### src/dtc_pkg.sv
`default_nettype none
// ----------------------------------------------------------------------------
// dtc_pkg
// Shared types and sizes for the decision tree classifier: table sizes,
// command codes, the queued item and the node table word.
// ----------------------------------------------------------------------------
package dtc_pkg;

    // Table sizes and walk bound
    localparam int MAX_NODES    = 1024;
    localparam int MAX_FEATURES = 64;
    localparam int MAX_DEPTH    = 32;

    // Fixed field widths
    localparam int CMD_W   = 2;
    localparam int ADDR_W  = 10;
    localparam int VALUE_W = 32;
    localparam int FIDX_W  = 6;
    localparam int CLASS_W = 8;
    localparam int LEAF_W  = 16;

    // Derived widths
    localparam int NODE_W = $clog2(MAX_NODES);
    localparam int FEAT_W = (MAX_FEATURES > 1) ? $clog2(MAX_FEATURES) : 1;
    localparam int STEP_W = $clog2(MAX_DEPTH + 1);

    // Command queue between front and back (power of two)
    localparam int QDEPTH = 2;
    localparam int QPTR_W = (QDEPTH > 1) ? $clog2(QDEPTH) : 1;
    localparam int QCNT_W = $clog2(QDEPTH + 1);

    // Command codes on the input port
    localparam logic [CMD_W-1:0] CMD_WRITE_NODE = 2'd0;
    localparam logic [CMD_W-1:0] CMD_WRITE_FEAT = 2'd1;
    localparam logic [CMD_W-1:0] CMD_CLASSIFY   = 2'd2;

    // Decoded operation of a queued item
    typedef enum logic [1:0] {
        OP_NODE,
        OP_FEAT,
        OP_CLASSIFY,
        OP_NONE
    } t_op;

    // Walk sequencer states
    typedef enum logic [1:0] {
        S_IDLE,
        S_NODE,
        S_FEAT,
        S_RESULT
    } t_state;

    // One item as it waits in the queue
    typedef struct packed {
        t_op                op;
        logic [ADDR_W-1:0]  address;
        logic [VALUE_W-1:0] value;
        logic               is_leaf;
        logic [FIDX_W-1:0]  feature_index;
        logic [ADDR_W-1:0]  left_child;
        logic [ADDR_W-1:0]  right_child;
        logic [CLASS_W-1:0] class_code;
        logic [LEAF_W-1:0]  leaf_number;
    } t_item;

    // Queue head handed to the back part
    typedef struct packed {
        logic  valid;
        t_item item;
    } t_head;

    // One node table word
    typedef struct packed {
        logic               is_leaf;
        logic [FIDX_W-1:0]  feature_index;
        logic [VALUE_W-1:0] threshold;
        logic [ADDR_W-1:0]  right_child;
        logic [ADDR_W-1:0]  left_child;
        logic [CLASS_W-1:0] class_code;
        logic [LEAF_W-1:0]  leaf_number;
    } t_node;

endpackage
`default_nettype wire

### src/dtc_front.sv
`default_nettype none
// ----------------------------------------------------------------------------
// dtc_front
// Accepts items, decodes the command, drops unused commands and writes out
// of range, and holds the rest in a short queue for the back part.
// ----------------------------------------------------------------------------
module dtc_front (
    input  wire logic                           i_clk,
    input  wire logic                           i_rst_n,
    input  wire logic                           i_valid,
    output logic                                o_stall,
    input  wire logic [dtc_pkg::CMD_W-1:0]      i_command,
    input  wire logic [dtc_pkg::ADDR_W-1:0]     i_address,
    input  wire logic [dtc_pkg::VALUE_W-1:0]    i_value,
    input  wire logic                           i_is_leaf,
    input  wire logic [dtc_pkg::FIDX_W-1:0]     i_feature_index,
    input  wire logic [dtc_pkg::ADDR_W-1:0]     i_left_child,
    input  wire logic [dtc_pkg::ADDR_W-1:0]     i_right_child,
    input  wire logic [dtc_pkg::CLASS_W-1:0]    i_class_code,
    input  wire logic [dtc_pkg::LEAF_W-1:0]     i_leaf_number,
    output dtc_pkg::t_head                      o_head,
    input  wire logic                           i_pop
);

    dtc_pkg::t_item                    r_q [dtc_pkg::QDEPTH];
    logic [dtc_pkg::QPTR_W-1:0]        r_wr_ptr;
    logic [dtc_pkg::QPTR_W-1:0]        r_rd_ptr;
    logic [dtc_pkg::QCNT_W-1:0]        r_count;
    dtc_pkg::t_op                      op;
    logic                              keep;
    logic                              push;
    dtc_pkg::t_item                    item;

    // Decode the command
    always_comb begin
        unique case (i_command)
            dtc_pkg::CMD_WRITE_NODE: op = dtc_pkg::OP_NODE;
            dtc_pkg::CMD_WRITE_FEAT: op = dtc_pkg::OP_FEAT;
            dtc_pkg::CMD_CLASSIFY:   op = dtc_pkg::OP_CLASSIFY;
            default:                 op = dtc_pkg::OP_NONE;
        endcase
    end

    // Keep only items that change state or give a result
    always_comb begin
        case (op)
            dtc_pkg::OP_NODE:     keep = (32'(i_address) < dtc_pkg::MAX_NODES);
            dtc_pkg::OP_FEAT:     keep = (32'(i_address) < dtc_pkg::MAX_FEATURES);
            dtc_pkg::OP_CLASSIFY: keep = 1'b1;
            default:              keep = 1'b0;
        endcase
    end

    always_comb begin
        item.op            = op;
        item.address       = i_address;
        item.value         = i_value;
        item.is_leaf       = i_is_leaf;
        item.feature_index = i_feature_index;
        item.left_child    = i_left_child;
        item.right_child   = i_right_child;
        item.class_code    = i_class_code;
        item.leaf_number   = i_leaf_number;
    end

    assign o_stall = (r_count == dtc_pkg::QCNT_W'(dtc_pkg::QDEPTH));
    assign push    = i_valid && !o_stall && keep;

    // Store pushed items
    always_ff @(posedge i_clk) begin
        if (push) begin
            r_q[r_wr_ptr] <= item;
        end
    end

    // Advance pointers and count
    always_ff @(posedge i_clk) begin
        if (!i_rst_n) begin
            r_wr_ptr <= '0;
            r_rd_ptr <= '0;
            r_count  <= '0;
        end else begin
            if (push) begin
                r_wr_ptr <= r_wr_ptr + 1'b1;
            end
            if (i_pop) begin
                r_rd_ptr <= r_rd_ptr + 1'b1;
            end
            case ({push, i_pop})
                2'b10:   r_count <= r_count + 1'b1;
                2'b01:   r_count <= r_count - 1'b1;
                default: r_count <= r_count;
            endcase
        end
    end

    assign o_head = {(r_count != '0), r_q[r_rd_ptr]};

`ifndef SYNTH
    // Never pop an empty queue
    a_pop_nonempty: assert property (@(posedge i_clk) disable iff (!i_rst_n)
        i_pop |-> (r_count != '0))
        else $error("dtc_front: pop from empty queue");

    // Fill level stays within the queue depth
    a_count_bound: assert property (@(posedge i_clk) disable iff (!i_rst_n)
        r_count <= dtc_pkg::QCNT_W'(dtc_pkg::QDEPTH))
        else $error("dtc_front: queue count overflow");

    // Never push into a full queue
    a_no_push_full: assert property (@(posedge i_clk) disable iff (!i_rst_n)
        push |-> (r_count != dtc_pkg::QCNT_W'(dtc_pkg::QDEPTH)))
        else $error("dtc_front: push into a full queue");
`endif

endmodule
`default_nettype wire

### config.mk
export PLATFORM = sky130hd
export DESIGN_NAME = dtc_front
export DESIGN_NICKNAME = d
export VERILOG_FILES = /design/src/dtc_pkg.sv /design/src/dtc_front.sv
export SDC_FILE = /design/constraint.sdc
export NUM_CORES = 1
export LEC_CHECK = 0
export BUFFER_PORTS_ARGS = -buffer_cell sky130_fd_sc_hd__buf_2
export CAP_MARGIN = 10
export CORE_MARGIN = 1.5
export CORE_UTILIZATION = 56
export CTS_CLUSTER_SIZE = 25
export DETAILED_ROUTE_END_ITERATION = 6
export GPL_TIMING_DRIVEN = 0
export HOLD_SLACK_MARGIN = 0.12
export MAX_ROUTING_LAYER = met4
export PLACE_DENSITY_LB_ADDON = 0.12
export SLEW_MARGIN = 15
export SYNTH_ARGS = -nofsm -noshare
export SYNTH_HDL_FRONTEND = slang
export SYNTH_SLANG_ARGS = --single-unit
### constraint.sdc
create_clock -name i_clk -period 11.7 [get_ports i_clk]
set_clock_uncertainty 0.05 [all_clocks]
set_input_delay 0.585 -clock i_clk [delete_from_list [all_inputs] [get_ports i_clk]]
set_output_delay 0.585 -clock i_clk [all_outputs]
set_load 0.1 [all_outputs]
### Yosys cells after proc, flatten, opt, wreduce, memory -nomap -nowiden

Memories as Yosys holds them, arrays and structs flattened. A register that Yosys moved wholly into a read port is not among the register bits.
Index checks and enable logic that the tools add are counted.

| storage, ports and cells | value |
|---|---|
| output and inout port bits | 97 |
| register bits | 4 |
| latch bits | 0 |
| memories kept | 1 |
| RAM bits | 190 |
| memory bits (read-only) | 0 |
| logic and storage cells | 31 |
| input bits | 99 |

Memory list:

| memory | words | width | rd ports | clocked after Yosys merged registers in | wr ports | line | RTL |
|---|---|---|---|---|---|---|---|
| r_q | 2 | 95 | 1 | 1 | 1 | dtc_front.sv:25 | `dtc_pkg::t_item r_q [dtc_pkg::QDEPTH];` |

| operators by class | value |
|---|---|
| multiplexer cells | 7 |
| reductions and logical operators | 8 |
| magnitude comparators | 1 |
| $mul | 0 |
| equality and inequality tests | 7 |
| divide/modulo/power cells | 0 |
| shift-type cells | 0 |
| $add $sub $neg | 4 |
| bitwise operators | 0 |

Operator list:

| cell | count |
|---|---|
| $lt 10x7->1 const B | 1 |
| $eq 2x2->1 const B | 4 |
| $eq 2x1->1 const B | 3 |
| $pmux 2 s3 | 1 |
| $logic_not 2->1 | 2 |
| $mux 1 | 4 |
| $pmux 2 s2 | 1 |
| $reduce_bool 2->1 | 2 |
| $add 1x1->1 const B | 2 |
| $add 2x1->2 const B | 1 |
| $logic_and 1x1->1 | 2 |
| $pmux 1 s2 | 1 |
| $reduce_or 2->1 | 1 |
| $sub 2x1->2 const B | 1 |
| $logic_not 1->1 | 1 |

### Depth between registers and ports, before layout

Gate-level depths: netlist of the first run.

| depth | value |
|---|---|
| depth after elaboration | 8 |
| gate-level depth with buffers | 7 |
| depth with buffers taken out | 7 |

### Worst setup path after synthesis of the first run

OpenSTA, ideal clock, no wires.

| timing | value |
|---|---|
| path type | input to register |
| start point | input i_address[9] (netlist bit) |
| end point | memory r_q[0][0] (netlist bit) (enable) |
| buffers on the path | 0 |
| setup slack | 5.768 ns |
| setup time | 0.550 ns |
| cell stages on the path | 4 |
| required time | 11.100 ns |
| arrival time | 5.333 ns |
| path through | or4_4 -> o21ai_2 -> nand3b_2 -> nor2_1 |

| between the ends | value |
|---|---|
| word-level cells in the longest chain between the ends | 5 |

RTL lines:

| item | line | RTL |
|---|---|---|
| from (decl) | dtc_front.sv:13 | `input wire logic [dtc_pkg::ADDR_W-1:0] i_address,` |
| $lt 10x7->1 | dtc_front.sv:48 | `dtc_pkg::OP_FEAT: keep = (32'(i_address) < dtc_pkg::MAX_FEATURES);` |
| $pmux 1 s2 | dtc_front.sv:46 | `case (op)` |
| $logic_and 1x1->1 | dtc_front.sv:67 | `assign push = i_valid && !o_stall && keep;` |
| $mux 1 | dtc_front.sv:71 | `if (push) begin` |
| $mux 1 (implied by the code) | dtc_front.sv:72 | `r_q[r_wr_ptr] <= item;` |
| to (decl) | dtc_front.sv:25 |  |

No other way between the ends.

==> impl_metrics.env, run 1 <==
export IMPL_grt_pass1_vias=3863
export IMPL_ir_worst_vdd_mv=0.1228
export IMPL_wl_per_cell_um=16.90
export IMPL_instances_no_fill=726
export IMPL_vias_per_cell=5.000
export IMPL_core_um2=12160
export IMPL_fin_util_pct=73.58
export IMPL_rr_worst_depth=5
export IMPL_initialDrtViolationCount=224
export IMPL_period_share_pct=24.33
export IMPL_area_growth_pct=26.36
export IMPL_postPlaceCellArea_um2=8403
export IMPL_die_x_um=115.5
export IMPL_antenna_found_initial=0
export IMPL_finalCriticalPeriod_ps=2847
export IMPL_rsz0062_at_grt="false"
export IMPL_worstPathMaxFanout=10
export IMPL_synth_top_area_share_pct=80.57
export IMPL_ys_seq_area_share_pct=81.98
export IMPL_r2r_end="r_q[1][56]$_DFFE_PP_"
export IMPL_clock_sinks=195
export IMPL_n_antenna_cell=0
export IMPL_critPathCaptureType="output port"
export IMPL_port_buffer_count=195
export IMPL_dieArea_um2=13330
export IMPL_dr_pass1_iters=5
export IMPL_netlist_area_um2=7082
export IMPL_cts_root_buf="clkbuf_16"
export IMPL_worst_slew_pin_slew_ps=740.6
export IMPL_track_usage_pct=19.85
export IMPL_placed_cells=694
export IMPL_clk_path_buf_depth=2
export IMPL_cpMostUsedCell="buf_2"
export IMPL_hpwl_mm=8.533
export IMPL_routed_wl_mm=12.27
export IMPL_ys_types=20
export IMPL_hold_buffers=0
export IMPL_worstSetupPathType="flop to output port"
export IMPL_drc_errors=0
export IMPL_cts_resized_gates=0
export IMPL_hp_class="primary input to flop"
export IMPL_die_y_um=115.5
export IMPL_setup_ws_ps=8853
export IMPL_cts_tree="yes"
export IMPL_powerDensity_nw_per_um2=195.7
export IMPL_post_cts_buffers=0
export IMPL_drv_cap=0
export IMPL_synth_seq_cells=195
export IMPL_numCtsBuffers=17
export IMPL_r2r_start="r_count[0]$_SDFFE_PN0P_"
export IMPL_syn_inst=325
export IMPL_max_slew_margin_pct=50.51
export IMPL_outcome="finished, final reports clean"
export IMPL_start_kind="flop"
export IMPL_rows=40
export IMPL_maxSlewViolCount=0
export IMPL_grt_overflow_total=0
export IMPL_initial_utilization_pct=58.23
export IMPL_synthTopCellsByArea="edfxtp_1 81%, mux2_2 15%, dfxtp_1 1.4%"
export IMPL_hold_end="r_q[0][27]$_DFFE_PP_"
export IMPL_final_area_um2=8949
export IMPL_fin_setup_tns_ps=0
export IMPL_synth_fp_nets=425
export IMPL_setup_viol=0
export IMPL_hold_path_depth=1
export IMPL_synth_area_per_cell_um2=21.79
export IMPL_yosysWarnings=0
export IMPL_cp_arrival_ps=2210
export IMPL_grt_pass1_wl_mm=18.71
export IMPL_min_delay_start="i_right_child[3]"
export IMPL_rrSetupSlack_ps=9280
export IMPL_cpPeakStageDelay_ps=370
export IMPL_leakage_nw=3.330
export IMPL_routed_via_count=3630
export IMPL_fmax_mhz=351.3
export IMPL_drtAntennaViolNets=0
export IMPL_gp_congestion=0.7185
export IMPL_nets=645
export IMPL_cp_required_ps=11070
export IMPL_htreeDepth=4
export IMPL_slowest_stage="mux2_2"
export IMPL_clock_latency_ps=420
export IMPL_crit_chain="clkbuf_1 > buf_2 > buf_2 > mux2_2 > buf_2"
export IMPL_place_ws_ps=8588
export IMPL_yosysTopAreaCell="edfxtp_1"
export IMPL_hold_viol=0
export IMPL_clk_pin_slew_ps=70
export IMPL_drive_above_1_share_pct=61.47
export IMPL_grt_max_degree=29
export IMPL_ioPinCount=196
worst max path at each step:
stage	startpoint	slack [ps]	depth (start not counted)	end
finish	flop	8850	5	o_head[82]
global route	flop	8680	5	o_head[43]
CTS	flop	8750	5	o_head[53]
detailed placement	i_address[9]	8590	7	r_q[1][54]$_DFFE_PP_
global placement	i_address[9]	3520	5	r_q[0][59]$_DFFE_PP_
floorplan	i_address[9]	5770	4	r_q[0][0]$_DFFE_PP_
routing by layer:
layer	GRT usage [%]	part of all wire [%]	up-vias	routed length, µm
met5	-	0	-	0
met4	8.807	2.3	0	283
met3	6.224	7.3	21	900
met2	32.62	51	135	6299
met1	22.49	39	1750	4786
li1	-	-	1724	-
cells by family after synthesis:
kind of cell               Yosys count  synth area share, %
xor gates and xnor gates             3               0.3711
DFF                                195                81.98
muxes                               96                15.25
and+or+nand+nor                     12               0.9896
buffers and inverters               15               0.9718
AOI/OAI and AO/OA                    3               0.2649
adders and majority gates            1               0.1767
layout by cell type, fill, tap and decap left out, types with 3 or more instances in the layout:
cell / n
clkbuf_16: 17
edfxtp_1: 190
buf_12: 6
mux2_2: 95
buf_2: 205
clkinv_2: 4
nor2_1: 3
clkbuf_1: 5
dfxtp_1: 5
clkinvlp_4: 6
registers in the layout (all words and copies together), names as in the netlist, named ones only:
name,cells
r_q,190
r_count,2
r_rd_ptr,1
r_wr_ptr,1
where the power goes:
part | switching [mW] | leakage, nW | internal (mW)
Combinational | 0.326 | 1.29 | 0.0803
Sequential | 0.00835 | 1.78 | 0.806
Clock | 0.238 | 0.251 | 0.292
Total | 0.572 | 3.33 | 1.18
synthesized netlist by cell type, drive strengths merged:
library cell / instances
a21oi: 1
nand2: 2
xnor2: 2
mux2i: 1
xor2: 1
dfxtp: 5
inv: 2
and2b: 1
or2: 1
nand3b: 1
o21ai: 2
or4: 1
nor2: 5
clkbuf: 3
buf: 10
mux2: 95
or3: 1
ha: 1
edfxtp: 190
critical path, delay by kind of cell, from the launching register on:
family                 cells  cell delay [ps]
buffers and inverters      4             1110
multiplexers               1              370
flip-flops                 1              310
final cells by class:
type | count | area (µm²)
Buffer | 13 | 61.31
Clock buffer | 19 | 432.9
Clock inverter | 13 | 112.6
Fill cell | 775 | 3213
Inverter | 2 | 7.507
Multi-Input combinational cell | 115 | 1222
Sequential cell | 195 | 5806
Tap cell | 168 | 210.2
Timing Repair Buffer | 201 | 1096
stage by stage:
stage	hold WS, ps	total power [mW]
final	296.8	1.751
after global routing	279.0	1.801
after CTS	279.9	1.763
after detailed placement	454.1	1.237
after global placement	411.5	1.233
after floorplan	401.4	1.168
Note: power is estimated with default switching activity, not from simulation.
==> inputs of run 2 (changes only) <==
CORE_UTILIZATION = 47   (was 56)
clock period = 2.4 ns   (was 11.7 ns; I/O delays follow)
==> run 2 against run 1 <==
  * The run now ends with design-rule violations left
  * Final area increased by 13%
  * Sequential share of layout area decreased by 7.6 points
  * Register-to-register slack got worse by 8800 ps
  * Wire length increased by 12%
  * Critical path type is now primary input to flop
  * First-iteration DRC count decreased by 24%
  * Worst setup slack got worse by 8700 ps
  * Power increased to 5.1 times the previous value
  * Non-clock buffer count increased by 105
  * Largest cell class unchanged
  * Core utilization decreased by 4.4 points
==> impl_metrics.env, run 2 (same netlist as run 1, synthesis figures left out) <==
export IMPL_drv_cap=0
export IMPL_routed_via_count=4070
export IMPL_die_y_um=125.8
export IMPL_htreeDepth=4
export IMPL_regMostFlops="r_q"
export IMPL_rr_worst_depth=5
export IMPL_grt_overflow_total=0
export IMPL_finalCriticalPeriod_ps=2249
export IMPL_seqPwrFrac_pct=44.6
export IMPL_seq_area_um2=5806
export IMPL_largest_register_ffs=190
export IMPL_nets=750
export IMPL_r2r_end="r_q[1][6]$_DFFE_PP_"
export IMPL_n_antenna_cell=0
export IMPL_die_x_um=125.8
export IMPL_leakage_nw=3.847
export IMPL_crit_chain="dlygate4sd3_1 > buf_2 > or4_4 > o21ai_2 > nand3b_4 > nor2_4 > buf_12 > buf_12"
export IMPL_clock_latency_ps=420
export IMPL_layout_commonest_cell="buf_2"
export IMPL_r2r_start="r_count[0]$_SDFFE_PN0P_"
export IMPL_grt_pass1_vias=4437
export IMPL_maxSlewViolCount=0
export IMPL_cts_tree="yes"
export IMPL_fillers=974
export IMPL_dieArea_um2=15810
export IMPL_p_sw_share_pct=31.73
export IMPL_initial_utilization_pct=48.36
export IMPL_core_um2=14640
export IMPL_fin_util_pct=69.19
export IMPL_final_cell_mix="199 x buf_2, 190 x edfxtp_1, 99 x dlygate4sd3_1"
export IMPL_violations="design-rule violations"
export IMPL_wl_per_cell_um=16.26
export IMPL_power_frac_comb_pct=24.2
export IMPL_clock_sinks=195
export IMPL_rrSetupSlack_ps=510
export IMPL_clk_pin_slew_ps=70
export IMPL_max_slew_margin_pct=65.47
export IMPL_port_buffer_count=195
export IMPL_powerDensity_nw_per_um2=880.2
export IMPL_drive_above_1_share_pct=52.72
export IMPL_gp_congestion=0.7002
export IMPL_cp_arrival_ps=2320
export IMPL_critPathCaptureType="flop"
export IMPL_hold_path_depth=5
export IMPL_track_usage_pct=18.93
export IMPL_netSwitchingPower_mw=2.829
export IMPL_outcome="finished, violations left"
export IMPL_top_regs="r_q x190, r_count x2"
export IMPL_slowest_stage="dlygate4sd3_1"
export IMPL_initialDrtViolationCount=171
export IMPL_grt_pass1_wl_mm=21.79
export IMPL_dr_pass1_iters=6
export IMPL_ir_worst_vdd_mv=0.5770
export IMPL_instances_no_fill=846
export IMPL_hp_class="primary input to flop"
export IMPL_vias_per_cell=4.811
export IMPL_antenna_found_initial=0
export IMPL_setup_viol=0
export IMPL_rsz0062_at_grt="false"
export IMPL_routed_wl_mm=13.75
export IMPL_drc_errors=12
export IMPL_hpwl_mm=8.756
export IMPL_cp_required_ps=2470
export IMPL_worst_slew_pin_slew_ps=521.6
export IMPL_drtAntennaViolNets=0
export IMPL_fin_hold_ws_ps=291.4
export IMPL_min_delay_start="i_address[8]"
export IMPL_ioPinCount=196
export IMPL_worstSetupPathType="primary input to flop"
export IMPL_cpMostUsedCell="buf_12"
export IMPL_period_share_pct=93.70
export IMPL_hold_viol=0
export IMPL_multi_input_area_um2=1232
export IMPL_placed_cells=712
export IMPL_fin_setup_tns_ps=0
export IMPL_hold_end="r_q[1][86]$_DFFE_PP_"
export IMPL_cts_root_buf="clkbuf_16"
export IMPL_fmax_mhz=444.7
export IMPL_start_kind="primary input"
export IMPL_power_frac_clock_pct=31.2
export IMPL_grt_max_degree=28
export IMPL_numCtsBuffers=17
export IMPL_worstPathMaxFanout=27
export IMPL_clk_path_buf_depth=2
export IMPL_internal_power_mw=6.089
export IMPL_cpPeakStageDelay_ps=540
export IMPL_area_growth_pct=43.07
export IMPL_rows=44
-- run 2: cell count changes in the layout (fill, tap and decap cells not counted), moves of 3 or more --
cell,delta
dlygate4sd3_1,+99
clkinv_4,+3
buf_2,-6
buf_4,+10
clkbuf_1,-3
buf_16,+4
clkinvlp_4,-5
-- run 2: power by group through the flow --
stage / logic (mW) / registers (mW) / clock network (mW)
after floorplan: 1.65 / 4.04 / 0
after global placement: 1.95 / 4.05 / 0
after detailed placement: 2.02 / 4.04 / 0
after CTS: 2.16 / 3.97 / 2.86
after global routing: 2.24 / 3.99 / 2.99
final: 2.16 / 3.97 / 2.79
-- run 2: layout make-up --
type	count	area share [%]
clock inverters	14	1.618
inverters	2	0.07409
repair buffers	307	21.66
flip-flops and latches	195	57.30
multi-input cells	115	12.16
clock buffers	17	4.199
plain buffers	12	0.7162
well taps	184	2.272
-- run 2: how the worst max path moves through the flow --
stage	startpoint	end	slack, ps
final	i_address[6]	r_q[1][6]$_DFFE_PP_	150
after global routing	i_address[6]	r_q[1][6]$_DFFE_PP_	80
after CTS	flop	o_head[60]	0.3
after detailed placement	i_address[9]	r_q[0][41]$_DFFE_PP_	50
after global placement	i_address[9]	r_q[0][35]$_DFFE_PP_	-1380
after floorplan	i_address[9]	r_q[0][0]$_DFFE_PP_	-440
-- run 2: per-stage QoR --
step	setup slack (ps)	cell area, µm²	total power [mW]
after floorplan	-441.2	7107	5.685
after global placement	-1382	8313	6.002
after detailed placement	54.28	8503	6.066
after CTS	0.2562	10100	8.995
after global routing	81.44	10130	9.220
final	151.2	10130	8.918
-- run 2: routing by layer --
metal	GRT usage [%]	up-vias	part of all wire, %
li1	-	1942	-
met1	20.85	1991	40
met2	32.13	125	52
met3	6.839	12	6.5
met4	6.153	0	1.1
met5	-	-	0
-- run 2: what timing repair did --
action | 4_1_cts | 5_1_grt
endpoints found under the setup margin | 50 | 44
pin swaps | 0 | 1
gates resized for setup | 5 | 1
endpoints found under the hold margin | 199 | 0
buffers inserted | 0 | 5
hold buffers | 99 | 0
-- run 2: worst max-delay path: cells and delay by family --
kind                   cells  cell delay [ps]
buffers and inverters      4             1120
and+or+nand+nor            3              880
AOI/OAI and AO/OA          1              180
